$ cat src/rtl/i2cram_pkg.sv
package i2cram_pkg;

    localparam logic [6:0] DEV_ADDR_RESET = 7'd104;

    localparam logic [2:0] K_END   = 3'd0;
    localparam logic [2:0] K_START = 3'd1;
    localparam logic [2:0] K_TXDW  = 3'd2;
    localparam logic [2:0] K_TXDR  = 3'd3;
    localparam logic [2:0] K_TXREG = 3'd4;
    localparam logic [2:0] K_TXDAT = 3'd5;
    localparam logic [2:0] K_RX    = 3'd6;
    localparam logic [2:0] K_STOP  = 3'd7;

    localparam logic [2:0] ERR_NONE      = 3'd0;
    localparam logic [2:0] ERR_CLK_LOW   = 3'd1;
    localparam logic [2:0] ERR_DATA_LOW  = 3'd2;
    localparam logic [2:0] ERR_NO_ACK    = 3'd3;
    localparam logic [2:0] ERR_STOP_DATA = 3'd4;

    localparam logic [2:0] PL_NONE       = 3'd0;
    localparam logic [2:0] PL_STOP_CLK   = 3'd1;
    localparam logic [2:0] PL_STOP_DATA  = 3'd2;
    localparam logic [2:0] PL_BITIN_CLK  = 3'd3;
    localparam logic [2:0] PL_BITOUT_DAT = 3'd4;
    localparam logic [2:0] PL_BITOUT_CLK = 3'd5;
    localparam logic [2:0] PL_ACK        = 3'd6;

    localparam logic       OP_WRITE = 1'b0;
    localparam logic       OP_READ  = 1'b1;

    localparam logic [3:0] BITS_PER_BYTE = 4'd8;

    typedef struct packed {
        logic       start_request;
        logic       operation;
        logic [7:0] reg_address;
        logic [7:0] write_data;
        logic       scl_level;
        logic       sda_level;
    } req_t;

    typedef struct packed {
        logic       scl_out;
        logic       sda_out;
        logic       busy_res;
        logic       done_res;
        logic [7:0] read_data;
        logic [2:0] error_code;
        logic [2:0] error_place;
    } res_t;

    function automatic logic [2:0] kind_at(input logic op, input logic [3:0] idx);
        logic [2:0] k;
        case (idx)
            4'd1:    k = K_START;
            4'd2:    k = K_TXDW;
            4'd3:    k = K_TXREG;
            4'd4:    k = (op == OP_READ) ? K_STOP  : K_TXDAT;
            4'd5:    k = (op == OP_READ) ? K_START : K_STOP;
            4'd6:    k = (op == OP_READ) ? K_TXDR  : K_END;
            4'd7:    k = (op == OP_READ) ? K_RX    : K_END;
            4'd8:    k = (op == OP_READ) ? K_STOP  : K_END;
            default: k = K_END;
        endcase
        return k;
    endfunction

    function automatic logic is_tx(input logic [2:0] k);
        return (k == K_TXDW) || (k == K_TXDR) || (k == K_TXREG) || (k == K_TXDAT);
    endfunction

endpackage

$ cat src/rtl/i2cram_if.sv
interface i2cram_req_if;
    logic       valid;
    logic       ready;
    logic       start_request;
    logic       operation;
    logic [7:0] reg_address;
    logic [7:0] write_data;
    logic       scl_level;
    logic       sda_level;

    modport source (
        output valid, start_request, operation, reg_address, write_data,
               scl_level, sda_level,
        input  ready
    );
    modport sink (
        input  valid, start_request, operation, reg_address, write_data,
               scl_level, sda_level,
        output ready
    );
endinterface

interface i2cram_res_if;
    logic       valid;
    logic       ready;
    logic       scl_out;
    logic       sda_out;
    logic       busy_res;
    logic       done_res;
    logic [7:0] read_data;
    logic [2:0] error_code;
    logic [2:0] error_place;

    modport source (
        output valid, scl_out, sda_out, busy_res, done_res, read_data,
               error_code, error_place,
        input  ready
    );
    modport sink (
        input  valid, scl_out, sda_out, busy_res, done_res, read_data,
               error_code, error_place,
        output ready
    );
endinterface

$ cat src/rtl/i2cram_seq.sv
module i2cram_seq (
    input  logic                clk,
    input  logic                rst_n,
    input  logic                step_en,
    input  logic [6:0]          device_address,
    input  i2cram_pkg::req_t    req,
    output i2cram_pkg::res_t    res
);

    logic [3:0] seg_reg,    seg_next;
    logic [2:0] phase_reg,  phase_next;
    logic [3:0] bit_reg,    bit_next;
    logic [7:0] shift_reg,  shift_next;
    logic       lop_reg,    lop_next;
    logic [7:0] lreg_reg,   lreg_next;
    logic [7:0] ldat_reg,   ldat_next;
    logic [7:0] rx_reg,     rx_next;
    logic [2:0] ecode_reg,  ecode_next;
    logic [2:0] eplace_reg, eplace_next;

    logic [2:0] kind_cur;
    logic [2:0] kind_new;
    logic [2:0] kind_out;
    logic [3:0] seg_inc;
    logic [2:0] phase_inc;
    logic [2:0] phase_cnt;
    logic [3:0] bit_inc;
    logic       leave;
    logic [1:0] p;

    always_comb
    begin
        seg_next    = seg_reg;
        phase_next  = phase_reg;
        bit_next    = bit_reg;
        shift_next  = shift_reg;
        lop_next    = lop_reg;
        lreg_next   = lreg_reg;
        ldat_next   = ldat_reg;
        rx_next     = rx_reg;
        ecode_next  = ecode_reg;
        eplace_next = eplace_reg;
        leave       = 1'b0;
        kind_cur    = i2cram_pkg::kind_at(lop_reg, seg_reg);
        seg_inc     = seg_reg + 4'd1;
        kind_new    = i2cram_pkg::kind_at(lop_reg, seg_inc);
        phase_inc   = phase_reg + 3'd1;
        bit_inc     = bit_reg + 4'd1;

        if (i2cram_pkg::is_tx(kind_cur))
        begin
            phase_cnt = (bit_reg < i2cram_pkg::BITS_PER_BYTE) ? 3'd3 : 3'd2;
        end
        else if (kind_cur == i2cram_pkg::K_RX)
        begin
            phase_cnt = (bit_reg < i2cram_pkg::BITS_PER_BYTE) ? 3'd2 : 3'd3;
        end
        else
        begin
            phase_cnt = 3'd4;
        end

        if (seg_reg != 4'd0)
        begin
            if (kind_cur == i2cram_pkg::K_END)
            begin
                seg_next = 4'd0;
            end
            else
            begin
                // Line checks on the levels sampled after the previous phase.
                if (kind_cur == i2cram_pkg::K_STOP)
                begin
                    if (phase_reg == 3'd1 && !req.scl_level &&
                        ecode_next == i2cram_pkg::ERR_NONE)
                    begin
                        ecode_next  = i2cram_pkg::ERR_CLK_LOW;
                        eplace_next = i2cram_pkg::PL_STOP_CLK;
                    end
                    if (phase_reg == 3'd2 && !req.sda_level &&
                        ecode_next == i2cram_pkg::ERR_NONE)
                    begin
                        ecode_next  = i2cram_pkg::ERR_STOP_DATA;
                        eplace_next = i2cram_pkg::PL_STOP_DATA;
                    end
                end
                else if (i2cram_pkg::is_tx(kind_cur))
                begin
                    if (bit_reg < i2cram_pkg::BITS_PER_BYTE)
                    begin
                        if (phase_reg == 3'd0 && shift_reg[7] && !req.sda_level &&
                            ecode_next == i2cram_pkg::ERR_NONE)
                        begin
                            ecode_next  = i2cram_pkg::ERR_DATA_LOW;
                            eplace_next = i2cram_pkg::PL_BITOUT_DAT;
                        end
                        if (phase_reg == 3'd1 && !req.scl_level &&
                            ecode_next == i2cram_pkg::ERR_NONE)
                        begin
                            ecode_next  = i2cram_pkg::ERR_CLK_LOW;
                            eplace_next = i2cram_pkg::PL_BITOUT_CLK;
                        end
                    end
                    else if (phase_reg == 3'd0)
                    begin
                        if (!req.scl_level && ecode_next == i2cram_pkg::ERR_NONE)
                        begin
                            ecode_next  = i2cram_pkg::ERR_CLK_LOW;
                            eplace_next = i2cram_pkg::PL_BITIN_CLK;
                        end
                        if (req.sda_level && ecode_next == i2cram_pkg::ERR_NONE)
                        begin
                            ecode_next  = i2cram_pkg::ERR_NO_ACK;
                            eplace_next = i2cram_pkg::PL_ACK;
                        end
                    end
                end
                else if (kind_cur == i2cram_pkg::K_RX)
                begin
                    if (bit_reg < i2cram_pkg::BITS_PER_BYTE)
                    begin
                        if (phase_reg == 3'd0)
                        begin
                            if (!req.scl_level && ecode_next == i2cram_pkg::ERR_NONE)
                            begin
                                ecode_next  = i2cram_pkg::ERR_CLK_LOW;
                                eplace_next = i2cram_pkg::PL_BITIN_CLK;
                            end
                            shift_next = {shift_reg[6:0], req.sda_level};
                        end
                    end
                    else
                    begin
                        if (phase_reg == 3'd0 && !req.sda_level &&
                            ecode_next == i2cram_pkg::ERR_NONE)
                        begin
                            ecode_next  = i2cram_pkg::ERR_DATA_LOW;
                            eplace_next = i2cram_pkg::PL_BITOUT_DAT;
                        end
                        if (phase_reg == 3'd1 && !req.scl_level &&
                            ecode_next == i2cram_pkg::ERR_NONE)
                        begin
                            ecode_next  = i2cram_pkg::ERR_CLK_LOW;
                            eplace_next = i2cram_pkg::PL_BITOUT_CLK;
                        end
                    end
                end

                // Step to the next phase, bit or segment.
                if (i2cram_pkg::is_tx(kind_cur) && bit_reg < i2cram_pkg::BITS_PER_BYTE &&
                    phase_reg == 3'd2)
                begin
                    shift_next = {shift_next[6:0], 1'b0};
                end
                if (phase_inc < phase_cnt)
                begin
                    phase_next = phase_inc;
                end
                else
                begin
                    phase_next = 3'd0;
                    if (i2cram_pkg::is_tx(kind_cur) || kind_cur == i2cram_pkg::K_RX)
                    begin
                        bit_next = bit_inc;
                        if (bit_inc > i2cram_pkg::BITS_PER_BYTE)
                        begin
                            leave = 1'b1;
                            if (kind_cur == i2cram_pkg::K_RX)
                            begin
                                rx_next = shift_next;
                            end
                        end
                    end
                    else
                    begin
                        leave = 1'b1;
                    end
                end

                if (leave)
                begin
                    seg_next   = seg_inc;
                    phase_next = 3'd0;
                    bit_next   = 4'd0;
                    case (kind_new)
                        i2cram_pkg::K_TXDW:  shift_next = {device_address, 1'b0};
                        i2cram_pkg::K_TXDR:  shift_next = {device_address, 1'b1};
                        i2cram_pkg::K_TXREG: shift_next = lreg_reg;
                        i2cram_pkg::K_TXDAT: shift_next = ldat_reg;
                        default:             shift_next = 8'd0;
                    endcase
                    if (kind_new == i2cram_pkg::K_END)
                    begin
                        seg_next = 4'd0;
                    end
                end
            end
        end

        if (seg_next == 4'd0 && req.start_request)
        begin
            lop_next    = req.operation;
            lreg_next   = req.reg_address;
            ldat_next   = req.write_data;
            ecode_next  = i2cram_pkg::ERR_NONE;
            eplace_next = i2cram_pkg::PL_NONE;
            seg_next    = 4'd1;
            phase_next  = 3'd0;
            bit_next    = 4'd0;
            shift_next  = 8'd0;
        end
    end

    always_comb
    begin
        kind_out        = i2cram_pkg::kind_at(lop_next, seg_next);
        p               = phase_next[1:0];
        res.scl_out     = 1'b1;
        res.sda_out     = 1'b1;
        res.busy_res    = 1'b0;
        res.done_res    = 1'b0;
        res.read_data   = rx_next;
        res.error_code  = ecode_next;
        res.error_place = eplace_next;
        if (seg_next != 4'd0)
        begin
            res.busy_res = 1'b1;
            res.done_res = (kind_out == i2cram_pkg::K_STOP) && (phase_next == 3'd3) &&
                           (i2cram_pkg::kind_at(lop_next, seg_next + 4'd1) ==
                            i2cram_pkg::K_END);
            case (kind_out)
                i2cram_pkg::K_START:
                begin
                    res.scl_out = (p != 2'd3);
                    res.sda_out = (p < 2'd2);
                end
                i2cram_pkg::K_STOP:
                begin
                    res.scl_out = (p == 2'd1) || (p == 2'd2);
                    res.sda_out = (p >= 2'd2);
                end
                i2cram_pkg::K_TXDW, i2cram_pkg::K_TXDR, i2cram_pkg::K_TXREG,
                i2cram_pkg::K_TXDAT:
                begin
                    if (bit_next < i2cram_pkg::BITS_PER_BYTE)
                    begin
                        res.scl_out = (p == 2'd1);
                        res.sda_out = shift_next[7];
                    end
                    else
                    begin
                        res.scl_out = (p == 2'd0);
                        res.sda_out = 1'b1;
                    end
                end
                i2cram_pkg::K_RX:
                begin
                    res.scl_out = (bit_next < i2cram_pkg::BITS_PER_BYTE) ? (p == 2'd0)
                                                                         : (p == 2'd1);
                    res.sda_out = 1'b1;
                end
                default:
                begin
                    res.scl_out = 1'b1;
                    res.sda_out = 1'b1;
                end
            endcase
        end
    end

    always_ff @(posedge clk or negedge rst_n)
    begin
        if (!rst_n)
        begin
            seg_reg    <= 4'd0;
            phase_reg  <= 3'd0;
            bit_reg    <= 4'd0;
            shift_reg  <= 8'd0;
            lop_reg    <= 1'b0;
            lreg_reg   <= 8'd0;
            ldat_reg   <= 8'd0;
            rx_reg     <= 8'd0;
            ecode_reg  <= 3'd0;
            eplace_reg <= 3'd0;
        end
        else if (step_en)
        begin
            seg_reg    <= seg_next;
            phase_reg  <= phase_next;
            bit_reg    <= bit_next;
            shift_reg  <= shift_next;
            lop_reg    <= lop_next;
            lreg_reg   <= lreg_next;
            ldat_reg   <= ldat_next;
            rx_reg     <= rx_next;
            ecode_reg  <= ecode_next;
            eplace_reg <= eplace_next;
        end
    end

endmodule

$ cat src/rtl/i2c_register_access_master.sv
// Single-register I2C master, stepped one bus phase per request.
// Each request on req is one phase tick: it carries the SCL and SDA levels
// sampled at the end of the previous phase and, while the block is idle, a
// start flag with the operation, register address and write data. Each
// request yields exactly one result on res: the line drives for the new
// phase, busy and done flags, the last byte read and the first fault seen.
// The device address is written through cfg_we and cfg_wdata; the user
// must write it only while idle, as the block does not enforce this. A
// request is registered in the input register on acceptance and its
// result in the result register; one request is taken in every cycle
// while the receiver does not stall; the phase sequencer steps once per
// request. On a stall the result register holds its item and req.ready
// falls once the input register is full. Reset clears the sequencer to
// idle, empties both registers and sets the device address to its default.
module i2c_register_access_master (
    input  logic                clk,
    input  logic                rst_n,
    input  logic                cfg_we,
    input  logic [6:0]          cfg_wdata,
    i2cram_req_if.sink          req,
    i2cram_res_if.source        res
);

    logic                   in_valid_reg;
    i2cram_pkg::req_t       in_data_reg;
    logic                   out_valid_reg;
    i2cram_pkg::res_t       out_data_reg;
    logic [6:0]             dev_addr_reg;
    i2cram_pkg::res_t       step_res;
    logic                   adv;

    assign adv       = in_valid_reg && (!out_valid_reg || res.ready);
    assign req.ready = !in_valid_reg || adv;

    always_ff @(posedge clk or negedge rst_n)
    begin
        if (!rst_n)
        begin
            dev_addr_reg <= i2cram_pkg::DEV_ADDR_RESET;
        end
        else if (cfg_we)
        begin
            dev_addr_reg <= cfg_wdata;
        end
    end

    always_ff @(posedge clk or negedge rst_n)
    begin
        if (!rst_n)
        begin
            in_valid_reg  <= 1'b0;
            out_valid_reg <= 1'b0;
        end
        else
        begin
            if (req.ready)
            begin
                in_valid_reg <= req.valid;
            end
            if (adv)
            begin
                out_valid_reg <= 1'b1;
            end
            else if (res.ready)
            begin
                out_valid_reg <= 1'b0;
            end
        end
    end

    always_ff @(posedge clk)
    begin
        if (req.ready && req.valid)
        begin
            in_data_reg.start_request <= req.start_request;
            in_data_reg.operation     <= req.operation;
            in_data_reg.reg_address   <= req.reg_address;
            in_data_reg.write_data    <= req.write_data;
            in_data_reg.scl_level     <= req.scl_level;
            in_data_reg.sda_level     <= req.sda_level;
        end
        if (adv)
        begin
            out_data_reg <= step_res;
        end
    end

    i2cram_seq u_seq (
        .clk            (clk),
        .rst_n          (rst_n),
        .step_en        (adv),
        .device_address (dev_addr_reg),
        .req            (in_data_reg),
        .res            (step_res)
    );

    assign res.valid       = out_valid_reg;
    assign res.scl_out     = out_data_reg.scl_out;
    assign res.sda_out     = out_data_reg.sda_out;
    assign res.busy_res    = out_data_reg.busy_res;
    assign res.done_res    = out_data_reg.done_res;
    assign res.read_data   = out_data_reg.read_data;
    assign res.error_code  = out_data_reg.error_code;
    assign res.error_place = out_data_reg.error_place;

`ifndef NO_ASSERTIONS
    a_adv_fills_output: assert property (@(posedge clk) disable iff (!rst_n)
        adv |=> out_valid_reg)
        else $error("result register empty after a step");

    a_idle_lines_released: assert property (@(posedge clk) disable iff (!rst_n)
        out_valid_reg && !out_data_reg.busy_res |->
            out_data_reg.scl_out && out_data_reg.sda_out)
        else $error("lines driven while idle");

    a_done_in_stop: assert property (@(posedge clk) disable iff (!rst_n)
        out_valid_reg && out_data_reg.done_res |->
            out_data_reg.busy_res && !out_data_reg.scl_out && out_data_reg.sda_out)
        else $error("done outside the last stop phase");

    a_error_pair: assert property (@(posedge clk) disable iff (!rst_n)
        out_valid_reg |->
            ((out_data_reg.error_code == i2cram_pkg::ERR_NONE) ==
             (out_data_reg.error_place == i2cram_pkg::PL_NONE)))
        else $error("error code and place disagree");
`endif

endmodule

$ cat src/flat_wrapper.sv
// flat-port wrapper written by rule: the top's interface ports become plain ports
module i2c_register_access_master_flat 
  (clk, rst_n, cfg_we, cfg_wdata, req_valid, req_start_request, req_operation, req_reg_address, req_write_data, req_scl_level, req_sda_level, req_ready, res_valid, res_scl_out, res_sda_out, res_busy_res, res_done_res, res_read_data, res_error_code, res_error_place, res_ready);
  i2cram_req_if req_i ();
  i2cram_res_if res_i ();
  input  logic clk;
  input  logic rst_n;
  input  logic cfg_we;
  input  logic [6:0] cfg_wdata;
  input wire logic [$bits(req_i.valid)-1:0] req_valid;
  input wire logic [$bits(req_i.start_request)-1:0] req_start_request;
  input wire logic [$bits(req_i.operation)-1:0] req_operation;
  input wire logic [$bits(req_i.reg_address)-1:0] req_reg_address;
  input wire logic [$bits(req_i.write_data)-1:0] req_write_data;
  input wire logic [$bits(req_i.scl_level)-1:0] req_scl_level;
  input wire logic [$bits(req_i.sda_level)-1:0] req_sda_level;
  output wire logic [$bits(req_i.ready)-1:0] req_ready;
  output wire logic [$bits(res_i.valid)-1:0] res_valid;
  output wire logic [$bits(res_i.scl_out)-1:0] res_scl_out;
  output wire logic [$bits(res_i.sda_out)-1:0] res_sda_out;
  output wire logic [$bits(res_i.busy_res)-1:0] res_busy_res;
  output wire logic [$bits(res_i.done_res)-1:0] res_done_res;
  output wire logic [$bits(res_i.read_data)-1:0] res_read_data;
  output wire logic [$bits(res_i.error_code)-1:0] res_error_code;
  output wire logic [$bits(res_i.error_place)-1:0] res_error_place;
  input wire logic [$bits(res_i.ready)-1:0] res_ready;
  assign req_i.valid = req_valid;
  assign req_i.start_request = req_start_request;
  assign req_i.operation = req_operation;
  assign req_i.reg_address = req_reg_address;
  assign req_i.write_data = req_write_data;
  assign req_i.scl_level = req_scl_level;
  assign req_i.sda_level = req_sda_level;
  assign req_ready = req_i.ready;
  assign res_valid = res_i.valid;
  assign res_scl_out = res_i.scl_out;
  assign res_sda_out = res_i.sda_out;
  assign res_busy_res = res_i.busy_res;
  assign res_done_res = res_i.done_res;
  assign res_read_data = res_i.read_data;
  assign res_error_code = res_i.error_code;
  assign res_error_place = res_i.error_place;
  assign res_i.ready = res_ready;
  i2c_register_access_master u_core (.clk(clk), .rst_n(rst_n), .cfg_we(cfg_we), .cfg_wdata(cfg_wdata), .req(req_i), .res(res_i));
endmodule
$ cat config.mk
export PLATFORM = sky130hd
export DESIGN_NAME = i2c_register_access_master_flat
export DESIGN_NICKNAME = d
export VERILOG_FILES = /design/src/rtl/i2cram_pkg.sv /design/src/rtl/i2cram_if.sv /design/src/rtl/i2cram_seq.sv /design/src/rtl/i2c_register_access_master.sv /design/src/flat_wrapper.sv
export SDC_FILE = /design/constraint.sdc
export NUM_CORES = 1
export LEC_CHECK = 0
export BUFFER_PORTS_ARGS = -buffer_cell sky130_fd_sc_hd__buf_2
export CORE_ASPECT_RATIO = 0.8
export CORE_MARGIN = 2
export CORE_UTILIZATION = 55
export DETAILED_ROUTE_END_ITERATION = 8
export PLACE_DENSITY = 0.83
export REMOVE_ABC_BUFFERS = 1
export SLEW_MARGIN = 15
export SYNTH_ARGS = -nofsm -noshare
export SYNTH_HDL_FRONTEND = slang
export SYNTH_SLANG_ARGS = --single-unit
$ cat constraint.sdc
create_clock -name clk -period 10.1 [get_ports clk]
set_input_delay 0 -clock clk [delete_from_list [all_inputs] [get_ports clk]]
set_output_delay 0 -clock clk [all_outputs]
set_load 0.1 [all_outputs]
==> results of run 1 <==
## power groups by stage
stage	logic (W)	registers, W	clock network [W]
6_report	0.000452	0.000541	0.000349
5_1_grt	0.000496	0.000547	0.000365
4_1_cts	0.000442	0.000536	0.000351
3_5_place_dp	0.000429	0.000544	0
3_3_place_gp	0.000417	0.000539	0
2_1_floorplan	0.000268	0.000592	0
## how the worst min path moves through the flow
stage	endpoint	slack [ns]
2_1_floorplan	u_core.dev_addr_reg[0]$_DFFE_PN0P_	-0.30
3_3_place_gp	u_core.in_data_reg[5]$_DFFE_PP_	0.18
3_5_place_dp	u_core.in_data_reg[17]$_DFFE_PP_	0.18
4_1_cts	u_core.dev_addr_reg[0]$_DFFE_PN0P_	0.02
5_1_grt	u_core.dev_addr_reg[0]$_DFFE_PN0P_	0.03
6_report	u_core.dev_addr_reg[0]$_DFFE_PN0P_	0.02
## metrics by stage
step / power [W] / setup slack [ns] / util / hold WS [ns]
after global placement: 0.000957 / 4.54 / 0.608 / 0.176
after detailed placement: 0.000973 / 4.34 / 0.608 / 0.178
after global routing: 0.00141 / 3.80 / 0.673 / 0.0316
after floorplan: 0.000860 / 5.11 / - / -0.296
final: 0.00134 / 4.24 / 0.673 / 0.0224
after CTS: 0.00133 / 4.31 / 0.672 / 0.0247
## layout make-up
type	count	area, um^2
fillers	751	3200
flip-flops and latches	97	2620
repair buffers	87	603
clock inverters	7	85.1
clock buffers	9	225
inverters	20	77.6
multi-input cells	410	2790
well taps	136	170
## layout by cell type (no fill, tap or decap), types with 5 or more instances in the layout
cell type	instances
nand2_1	90
dfrtp_1	56
buf_2	51
edfxtp_1	38
a21oi_1	33
nor2_1	32
o21ai_0	31
dlygate4sd3_1	31
inv_1	18
nand3_1	17
mux2i_1	16
mux2_1	16
ha_1	16
nor3_1	11
mux2_2	10
clkbuf_16	9
nand2b_1	8
a211oi_1	8
or3_1	8
a222oi_1	8
a32o_1	7
o21ai_1	6
a31oi_1	5
buf_4	5
## critical path, stage by stage (launching register included)
cell and delay [ns]:
dfrtp_1 0.51, inv_1 0.16, ha_1 0.31, nand2b_1 0.15
a21oi_1 0.10, o31a_4 0.42, nor2_4 0.20, a21oi_4 0.06
ha_1 0.32, a211oi_1 0.33, inv_1 0.07, a211o_1 0.34
o211ai_1 0.52, a21o_1 0.28, o21ai_2 0.09, nor3_2 0.76
mux2_4 0.38, a21oi_4 0.22, mux2i_1 0.22, o221ai_1 0.12
## Yosys cell counts, types with 3 or more instances
master	number	area (um^2)
mux2i_1	16	160
buf_2	4	20.0
nor2b_1	4	25.0
o31a_1	3	26.3
o211ai_1	4	30.0
nand2_1	90	338
a22o_1	3	26.3
nand3_1	17	85.1
or3_1	8	50.1
a31oi_1	5	31.3
clkbuf_1	12	45.0
nand2b_1	8	50.1
a21oi_1	33	165
inv_1	18	67.6
buf_6	3	33.8
ha_1	16	200
o31ai_1	4	30.0
nor3_1	11	55.1
dfstp_2	3	78.8
o21ai_1	6	30.0
a32o_1	7	70.1
o21a_1	3	22.5
xnor2_1	3	26.3
nor4_1	3	18.8
nor2_1	32	120
buf_4	3	22.5
a222oi_1	8	80.1
mux2_2	10	113
dfrtp_1	56	1400
o21ai_2	3	26.3
and3b_1	3	26.3
mux2_1	16	180
a211oi_1	8	60.1
o21ai_0	31	155
edfxtp_1	38	1140
## cell families (layout without fill, tap and decap cells)
group	after synthesis	in the layout	share of synthesized area
AO/OA/AOI/OAI	146	146	0.190
XOR/XNOR	6	6	0.0127
adder cells (fa/ha/maj)	16	16	0.0357
buffers and inverters	42	123	0.0355
flip-flops	97	97	0.468
multiplexers	43	43	0.0835
AND/OR/NAND/NOR	199	199	0.175
## routing by layer
layer,vias to the layer above,track usage
li1,2191,-
met1,2261,0.364
met2,237,0.447
met3,36,0.0477
met4,0,0.0961
met5,-,0
## timing repair
item | 4_1_cts | 5_1_grt
hold buffers | 31 | 0
gates resized for setup | 0 | 0
hold endpoints to repair | 85 | 0
==> results.md, run 1 <==
Detailed routing:
- In this run the remaining antenna-violating nets after routing total 0.
- In the detailed route, the total length drawn on met3 is 998 um.
- After detailed routing, the number of remaining DRC violations is 0.
- The routed via count divided by cell count is 6.17.
- The total met2 wirelength after detailed routing is 6.70 mm.
- The number of detailed-route iterations in the first pass is 6.
- The routed length per placed instance is 18.2 um.
- The violation count after the first detailed-routing iteration is 572.
- Routed signal wires occupy layers up through met4.
- The total wire length after detailed routing is 14.0 mm.
- The number of vias after detailed routing is 4725.
- The total routed wire length on the met1 layer is 5.96 mm.

Finish:
- Once layout is complete, the cells apart from fillers number 766.
- After the last flow step, the layout net total stands at 673.
- The relative area change from synthesis to final layout is 17.3%.
- The final cell area excluding filler cells is 6570 um^2.
- The register with the most flip-flops in the layout has 20 of them.
- The repair_antennas step left the layout with diodes totalling 0.
- In the final layout, the share of cells above drive strength 1 is 0.187.

Global route:
- The first global-routing pass estimated 22.9 mm of wire.
- Entering global routing, the biggest net connects 60 pins.
- The number of global-route vias before repair is 4617.
- For this run, the total global-route usage over all layers was measured as 0.272.
- The total overflow reported by the global router is 0.
- The initial antenna violation count is 0.

Hold path:
- The hold path depth is 2.
- The startpoint of the lowest-slack hold path is cfg_we.
- The min-delay analysis places its worst path in the category input port to flip-flop.

Place:
- The estimated wirelength of the detail-placed design is 9.04 mm.
- The cell area after placement is 5940 um^2.
- The number of placed instances, taps included is 719.
- The congestion estimate from routability-driven global placement came to 0.906.
- The count of port buffers added during placement is 51.

Timing:
- For this run, the top clock speed supported by timing is 0.171 GHz.
- Counting I/O delays and the setup requirement, the final critical path takes 5.86 ns.
- The transition time of the tightest slew-check pin is 1.10 ns.
- The max-slew violation count is 0.
- Clock skew on the completed layout was measured at 0.00885 ns.
- Dividing the final minimum period by the clock period gives 0.580.
- The number of hold violations in the final report came to 0.
- The aggregate negative setup slack is 0 ns.
- The max-slew headroom at the worst pin is 0.264.
- Setup violations remaining at the end of the flow were counted as 0.
- Setup repair after global routing left no endpoint under its margin.

Outcome:
- The flow ran to the end, and the final reports show no timing, DRC or antenna violations.

Worst setup path:
- In this run the register-to-register setup slack is 4.24 ns.
- Data on the critical path arrives at its endpoint at 5.95 ns.
- The worst setup path is of the flip-flop to flip-flop kind.
- The critical path starts at u_core.u_seq.seg_reg[0]$_DFFE_PN0P_.
- In this run the worst path has a maximum fanout of 12.
- At the worst endpoint, the required time is 10.19 ns.
- The worst setup path is captured at a flip-flop.
- The capturing element of the worst setup path is u_core.res.scl_out$_SDFFCE_PN1P_.
- The critical register-to-register path endpoint is u_core.res.scl_out$_SDFFCE_PN1P_.
- The logic depth of the worst register-to-register path is 19.
- STA classifies the critical path startpoint as a flip-flop.
- The startpoint identified for the worst register-to-register timing path is u_core.u_seq.seg_reg[0]$_DFFE_PN0P_.

Power:
- The power density relative to cell area is 204 nW/um^2.
- The proportion of power drawn by flip-flops and latches is 0.403.
- The share of total power dissipated in combinational logic is 0.337.
- The net switching power of the design is 0.000532 W.
- For this design the static power due to leakage is 2.77 nW.
- The internal portion of total power is 0.000810 W.
- The proportion of power drawn by the clock network is 0.260.
- The largest vdd supply drop is 0.134 mV.
- Of the total power, the share spent switching nets is 0.396.

Die:
- The number of placement rows is 32.
- The die span in y is 94.3 um.
- The die boundary width is 117 um.
- The die covers 11000 um^2.
- Pin placement for this block handled 52 I/O pins.
- The initial core utilization is 0.574.
- The core region area is 9770 um^2.

Synthesis:
- The cell area after technology mapping is 5600 um^2.
- The synthesized design contains 38 enable-type register cells.
- The synthesized instance count is 549.
- The most used flip-flop cell after synthesis is dfrtp_1.
- The number of warnings issued by yosys is 0.
- The share of async-settable or async-resettable flops after synthesis is 0.608.
- The count of unique library cells instantiated by Yosys is 77.
- The average instance in the mapped netlist occupies 10.2 um^2.
- The share of the Yosys chip area taken by registers is 0.468.
- The synthesis-stage register bit count is 97.

CTS:
- The clock buffer count from CTS is 9.
- The insertion delay of the later-clocked pin in the worst-skew pair is 0.35 ns.
- The TritonCTS clock tree is done.
- Post-CTS timing repair inserted 0 buffers for setup.
- The clock transition at the registers of the reported paths is 0.08 ns.
- The CTS sink count is 97.
- CTS built an H-tree with a depth of 3.
- The clock tree root buffer cell is clkbuf_16.
- The maximum clock insertion buffer count is 2.

Flow run:
- The number of max-capacitance violations reported is 0.
Power figures use the tool's default switching activity.
==> run 2, diff against run 1 <==
--- a/config.mk
+++ b/config.mk
@@ -8,9 +8,9 @@
 export BUFFER_PORTS_ARGS = -buffer_cell sky130_fd_sc_hd__buf_2
 export CORE_ASPECT_RATIO = 0.8
 export CORE_MARGIN = 2
-export CORE_UTILIZATION = 55
+export CORE_UTILIZATION = 54
 export DETAILED_ROUTE_END_ITERATION = 8
-export PLACE_DENSITY = 0.83
+export PLACE_DENSITY = 0.84
 export REMOVE_ABC_BUFFERS = 1
 export SLEW_MARGIN = 15
 export SYNTH_ARGS = -nofsm -noshare
==> constraint.sdc (replaced) <==
create_clock -name clk -period 5.3 [get_ports clk]
set_input_delay 0 -clock clk [delete_from_list [all_inputs] [get_ports clk]]
set_output_delay 0 -clock clk [all_outputs]
set_load 0.1 [all_outputs]
==> run 2 against run 1 <==
Against the previous run: die area is 1.8% higher; register-to-register slack worse by 3.9 ns; design area is 2.0% higher; flip-flop and latch count stayed put; fmax is 18% higher; sequential share of layout area is 0.77 points lower; first-iteration DRC count is 37% lower; total power is 92% higher; final cell count is 2.5% higher; worst hold slack better by 0.027 ns; clock power is 87% higher; critical endpoint unchanged; largest cell class unchanged; highest routed layer unchanged.
==> results.md, run 2 (synthesis results as in run 1) <==
Die:
- The die span in y is 95.1 um.
- The floorplan step defined a die boundary enclosing 11200 um^2.
- The core region is 10200 um^2.
- The die boundary width is 118 um.
- 52 I/O pins were placed.
- The initial core utilization is 0.552.
- The number of placement rows is 33.

Detailed routing:
- The number of detailed-route iterations in the first pass is 5.
- The routed length per placed instance is 17.5 um.
- Summed over all layers, the routed wires come to 13.8 mm.
- The number of nets with antenna violations after routing is 0.
- The number of vias after detailed routing is 4684.
- The detailed router finished its first iteration with 360 violations.
- The routed via count divided by cell count is 5.97.
- In the routed design, unresolved DRC markers number 0.

Power:
- The proportion of power drawn by flip-flops and latches is 0.391.
- The share of total power dissipated in the clock network is 0.253.
- The overall power of the completed layout is 0.00258 W.
- The total leakage power is 2.83 nW.
- The combinational cell fraction of total power is 0.356.
- The switching part of the total power is 0.389.
- Cell internal power was estimated by the tool at 0.00157 W.
- The largest vdd supply drop is 0.226 mV.
- The power density relative to cell area is 385 nW/um^2.
- Summed over all nets, the switching power comes to 0.00100 W.

Global route:
- The number of global-route vias before repair is 4550.
- met2 is the most crowded layer.
- The total overflow reported by the global router is 0.
- The met3 demand-to-capacity share in global routing is 0.0532.
- Entering global routing, the biggest net connects 60 pins.
- The initial antenna violation count is 0.
- The first global-routing pass estimated 22.3 mm of wire.
- Across every metal layer, demand over resource in global routing totals 0.253.
- The met1 track utilization from global routing is 0.323.
- The global-route met2 utilization is 0.428.

Hold path:
- The path class of the tightest hold or removal check is input port to flip-flop.
- The worst hold path was traced through 2 stages.

Timing:
- The worst path needs 4.98 ns of the cycle, external delays included.
- For the final routed database, the setup TNS stands at 0 ns.
- Measured against its own limit, the worst slew margin works out to 0.335.
- Static timing analysis puts the maximum clock frequency at 0.201 GHz.
- The worst hold slack after final layout is 0.0490 ns.
- In the post-route analysis, the smallest setup slack over all paths is 0.319 ns.
- The number of hold violations in the final report is 0.
- The number of endpoints failing setup at the final stage is 0.
- Clock skew on the completed layout was measured at 0.00963 ns.
- The part of the cycle the worst path needs is 0.940.
- The max-slew violation count was 0.
- At the pin with the least slew margin, the transition time is 0.997 ns.

Worst setup path:
- The worst setup path is captured at a flip-flop.
- The setup path with the least slack is of type flip-flop to flip-flop.
- The maximum fanout count along the critical path is 14.
- The worst path arrival time is 5.07 ns.
- The logic depth of the worst register-to-register path is 22.
- The required time of the critical path is 5.39 ns.
- The critical path launch point type is a flip-flop.

CTS:
- The H-tree generated during clock tree synthesis spans 3 levels.
- The clock tree root buffer cell is clkbuf_16.
- No sink is reached through more buffers than the 2 on the longest clock path.
- At the later pin of the worst-skew pair, clock insertion delay measures 0.35 ns.
- Clock-pin slew was measured on the worst setup and hold paths at 0.08 ns.
- The TritonCTS clock tree is done.
- Clock tree synthesis found a total of 97 sinks.
- Clock tree synthesis inserted a total of 9 buffers.

Place:
- The final weighted congestion of routability-driven global placement is 0.941.
- The count of buffers added on input and output ports is 51.
- Summed over all nets, the half-perimeter wirelength after detailed placement is 9.45 mm.
- At the placement stage, the worst setup path has a slack of 0.104 ns.

Finish:
- The fraction of the core area covered by cells at the end of the flow is 0.660.
- The flip-flop count of the largest register, all copies and words added is 20.
- The top cell types in the final layout, fill and taps aside, are nand2_1 (90), dfrtp_1 (56), buf_2 (51).
- In the final design database the tool counted 688 nets.
- The fraction of layout instances using a drive strength above 1 is 0.214.
- The antenna cell count is 0.
- The most common cell after layout, fill and taps aside is nand2_1.
- The relative area change from synthesis to final layout is 19.6%.

Outcome:
- The flow ran to the end, and the final reports show no timing, DRC or antenna violations.

Flow run:
- The tool flagged a number of max-cap violations equal to 0.
[run 2: changes by cell type in the layout (fill, tap and decap cells not counted), sizes merged]
cell / change
buf: +15
inv: +1
clkinv: -1
[run 2: layout make-up]
class / count / area [um^2]
timing repair buffer: 102 / 716
tap: 140 / 175
sequential: 97 / 2620
inverter: 20 / 77.6
multi-input combinational: 410 / 2810
clock inverter: 7 / 71.3
fill: 816 / 3460
clock buffer: 9 / 225
[run 2: what timing repair did]
action	4_1_cts	5_1_grt
buffers inserted	0	2
hold buffers	31	0
setup endpoints to repair	0	1
endpoints found under the hold margin	85	0
resized for setup	0	7
[run 2: per-layer routing]
metal / share of wire / vias up
met5: 0 / -
met4: 0.023 / 0
met3: 0.065 / 30
met2: 0.48 / 185
met1: 0.43 / 2254
li1: - / 2215
[run 2: path summary, 6_finish.rpt]
check,slack [ns],endpoint,startpoint
hold / removal,0.05,u_core.dev_addr_reg[2]$_DFFE_PN0P_,cfg_we
max in group asynchronous,4.45,u_core.in_valid_reg$_DFFE_PN0N_,rst_n
setup reg to reg,0.32,u_core.res.scl_out$_SDFFCE_PN1P_,u_core.u_seq.seg_reg[0]$_DFFE_PN0P_
min in group asynchronous,0.32,u_core.u_seq.bit_reg[0]$_DFFE_PN0P_,rst_n
setup / recovery,0.32,u_core.res.scl_out$_SDFFCE_PN1P_,u_core.u_seq.seg_reg[0]$_DFFE_PN0P_
hold reg to reg,0.47,u_core.u_seq.ldat_reg[0]$_DFFE_PN0P_,u_core.in_data_reg[2]$_DFFE_PP_
[run 2: stage by stage]
stage               instance area, um^2  std cells
finish                             6700        785
global route                       6700        785
CTS                                6650        783
global placement                   6050        736
floorplan                          5480        527
detailed placement                 6050        736
[run 2: worst max-delay path, stage by stage, from the launching register on]
cell,delay [ns]
dfrtp_1,0.38
buf_4,0.17
ha_2,0.23
and3b_1,0.18
o21ai_1,0.19
o31a_4,0.23
nor2_4,0.05
a21oi_4,0.16
ha_1,0.27
a211oi_2,0.28
inv_1,0.08
a211o_1,0.34
o211a_4,0.23
and2_4,0.17
a32o_2,0.32
or3_1,0.39
nand2_1,0.11
inv_1,0.07
ha_1,0.22
mux2i_2,0.21
o32ai_1,0.15
mux2i_1,0.15
o221ai_1,0.12
[run 2: power groups by stage]
| stage | registers, W | clock network, W | logic, W |
|---|---|---|---|
| after floorplan | 0.00113 | 0 | 0.000511 |
| after CTS | 0.00101 | 0.000658 | 0.000887 |
| after detailed placement | 0.00102 | 0 | 0.000864 |
| after global placement | 0.00101 | 0 | 0.000835 |
| after global routing | 0.00103 | 0.000689 | 0.000997 |
| final | 0.00101 | 0.000651 | 0.000917 |
==> run 3, diff against run 2 <==
--- a/config.mk
+++ b/config.mk
@@ -10,6 +10,7 @@
 export CORE_MARGIN = 2
 export CORE_UTILIZATION = 54
 export DETAILED_ROUTE_END_ITERATION = 8
+export MAX_ROUTING_LAYER = met4
 export PLACE_DENSITY = 0.84
 export REMOVE_ABC_BUFFERS = 1
 export SLEW_MARGIN = 15
==> run 3 against run 2 <==
Against the previous run: sequential power about the same; critical path depth increased by 1; register-to-register slack got worse by 0.07 ns; sequential share of layout area about the same; non-clock buffer count decreased by 3.
==> results.md, run 3 (synthesis results as in run 1) <==
Finish:
- The fraction of layout instances using a drive strength above 1 is 0.209.
- The final cell area excluding filler cells is 6700 um^2.
- The number of standard cells in the final layout excluding fillers is 782.
- 0 antenna diodes ended up in the layout.
- The flip-flop count of the largest register, all copies and words added is 20.
- The most common cell after layout, fill and taps aside is nand2_1.
- The relative area change from synthesis to final layout is 19.5%.
- The count of nets after finishing is 685.
- The library cells used most frequently in the layout, excluding fill and tap cells, are nand2_1 (90), dfrtp_1 (56), buf_2 (51).

Global route:
- The total overflow reported by the global router is 0.
- Entering global routing, the biggest net connects 60 pins.
- Across every metal layer, demand over resource in global routing totals 0.265.
- The initial antenna violation count is 0.
- The number of global-route vias before repair came to 4512.
- The first global-routing pass estimated 22.7 mm of wire.

Worst setup path:
- For the worst setup path, the data arrival time is 5.14 ns.
- Among the stages of the critical path, the cell type that occurs most often is ha_1.
- The type of element capturing the critical path is a flip-flop.
- The origin of the critical flop-to-flop path is u_core.u_seq.seg_reg[0]$_DFFE_PN0P_.
- The setup check on the worst reg-to-reg path leaves a slack of 0.25 ns.
- The cell with the largest stage delay on the worst path is dfrtp_1.
- The startpoint of the worst setup timing path is u_core.u_seq.seg_reg[0]$_DFFE_PN0P_.
- The worst setup path category is flip-flop to flip-flop.
- The logic depth of the worst register-to-register path is 23.
- The critical register-to-register path endpoint is u_core.res.scl_out$_SDFFCE_PN1P_.
- The largest single stage delay on the critical path is 0.38 ns.
- Along the worst path, the maximum fanout reaches 14.
- In this design, the largest share of critical-path delay is due to compound AO/OA/AOI/OAI gates.
- The signal on the critical path passes through buf_4, ha_1, and3b_1, o21ai_2, o31a_4, nor2_4, a21oi_4, inv_4, ha_1, a211oi_2, inv_1, a211o_1, o211a_4, and2_4, a32o_2, or3_1, nand2_1, inv_1, ha_1, mux2i_1, o32ai_1, mux2i_1, o221ai_1.
- The required time of the critical path is 5.39 ns.
- Counting both buffers and inverters, the worst setup path holds a total of 4.
- The critical path launch point type is a flip-flop.

Timing:
- Between clock sinks in the finished design, the worst skew comes to 0.0110 ns.
- The max-slew violation count is 0.
- The number of hold violations in the final report is 0.
- The aggregate negative setup slack is 0 ns.
- Headroom to the max-slew limit came out at 0.324.
- The worst path meets setup with 0.246 ns of slack.
- The maximum clock rate is 0.198 GHz.
- Setup repair after global routing left no endpoint under its margin.
- The smallest clock period supported by the final layout is computed as 5.05 ns.
- The number of endpoints failing setup at the final stage is 0.
- Dividing the final minimum period by the clock period gives 0.954.
- For the pin with the worst max-slew slack, the measured transition is 1.01 ns.

Hold path:
- The path with the worst hold slack has its endpoint at u_core.dev_addr_reg[0]$_DFFE_PN0P_.
- The kind of path behind the tightest hold check is input port to flip-flop.
- The worst hold path passes through 2 cells.
- The startpoint of the lowest-slack hold path is cfg_we.

Outcome:
- The flow ran to the end, and the final reports show no timing, DRC or antenna violations.

Power:
- VDD sags by at most 0.242 mV.
- The overall power of the completed layout is 0.00262 W.
- For this design the ratio of total power to cell area is 391 nW/um^2.
- Summed over all cells, the static leakage comes to 2.84 nW.

Detailed routing:
- The total wire length after detailed routing is 13.9 mm.
- The number of nets with antenna violations after routing is 0.
- The violation count after the first detailed-routing iteration is 468.
- Using the TritonRoute via totals, the vias-per-cell ratio works out to 6.07.
- The number of vias after detailed routing is 4745.
- The number of remaining DRC errors is 0.
- The number of detailed-route iterations in the first pass is 5.
- The routed length per placed instance is 17.8 um.

Place:
- The congestion estimate from routability-driven global placement came to 0.960.
- OpenSTA, run right after detailed placement, puts the worst setup slack at 0.123 ns.
- Buffers placed on the I/O ports in this run total 51.
- Counting tap cells, the placed design contains a total of 734 instances.
- The estimated wirelength of the detail-placed design is 9.37 mm.
- The cell area after placement is 6030 um^2.

Die:
- The die outline area is 11200 um^2.
- 52 I/O pins were placed.
- The initial utilization of the core area, before any placement, comes to 0.552.
- The die boundary width is 118 um.
- From bottom edge to top edge, the die measures 95.1 um.
- The floorplan step defined a core boundary enclosing 10200 um^2.
- Row generation in the floorplan step produced 33 rows.

Flow run:
- The tool flagged a number of max-cap violations equal to 0.

CTS:
- For this design, the sink count on the clock tree is 97.
- The clock tree root buffer cell is clkbuf_16.
- TritonCTS built the clock tree.
- The maximum clock insertion buffer count is 2.
- The insertion delay of the later-clocked pin in the worst-skew pair is 0.35 ns.
- The level count of the clock H-tree is 3.
- TritonCTS created 9 clock buffers.
- After clock tree synthesis, the clock-pin slew on the worst setup and hold paths is 0.08 ns.
-- run 3: routing by layer --
| layer | wire, um | up-vias | track usage | part of all wire |
|---|---|---|---|---|
| li1 | - | 2210 | - | - |
| met1 | 6140 | 2303 | 0.343 | 0.44 |
| met2 | 6550 | 204 | 0.423 | 0.47 |
| met3 | 975 | 28 | 0.0520 | 0.070 |
| met4 | 263 | 0 | 0.0924 | 0.019 |
| met5 | 0 | - | - | 0 |
-- run 3: cell type report --
type / instances / area [um^2]
multi-input combinational: 410 / 2810
inverter: 20 / 77.6
clock inverter: 7 / 93.8
timing repair buffer: 99 / 693
sequential: 97 / 2620
tap: 140 / 175
clock buffer: 9 / 225
fill: 787 / 3460
-- run 3: worst max-delay path by stage --
stage	endpoint	cells past startpoint
finish	u_core.res.scl_out$_SDFFCE_PN1P_	23
global route	u_core.res.scl_out$_SDFFCE_PN1P_	22
CTS	u_core.res.scl_out$_SDFFCE_PN1P_	22
detailed placement	u_core.res.scl_out$_SDFFCE_PN1P_	22
global placement	u_core.res.scl_out$_SDFFCE_PN1P_	22
floorplan	u_core.res.scl_out$_SDFFCE_PN1P_	19
-- run 3: what timing repair did --
item                                    4_1_cts  5_1_grt
hold endpoints to repair                     85        0
endpoints found under the setup margin        0        2
resized for setup                             0        5
hold buffers                                 31        0
setup buffers                                 0        1
-- run 3: power breakdown --
part           switching, W  internal (W)
combinational      0.000594      0.000310
clock              0.000310      0.000380
sequential         0.000102      0.000920
total               0.00101       0.00161
-- run 3: worst register-to-register path, cell delays in order (launching register included) --
cell      delay, ns
dfrtp_1        0.38
buf_4          0.17
ha_1           0.28
and3b_1        0.22
o21ai_2        0.16
o31a_4         0.22
nor2_4         0.07
a21oi_4        0.17
inv_4          0.07
ha_1           0.23
a211oi_2       0.28
inv_1          0.08
a211o_1        0.34
o211a_4        0.23
and2_4         0.17
a32o_2         0.32
or3_1          0.38
nand2_1        0.12
inv_1          0.08
ha_1           0.21
mux2i_1        0.20
o32ai_1        0.14
mux2i_1        0.16
o221ai_1       0.12
-- run 3: stage by stage --
stage,hold WS [ns],util
after floorplan,-0.296,-
after global placement,0.177,0.594
after detailed placement,0.178,0.594
after CTS,0.0336,0.656
after global routing,0.0326,0.659
final,0.0462,0.659
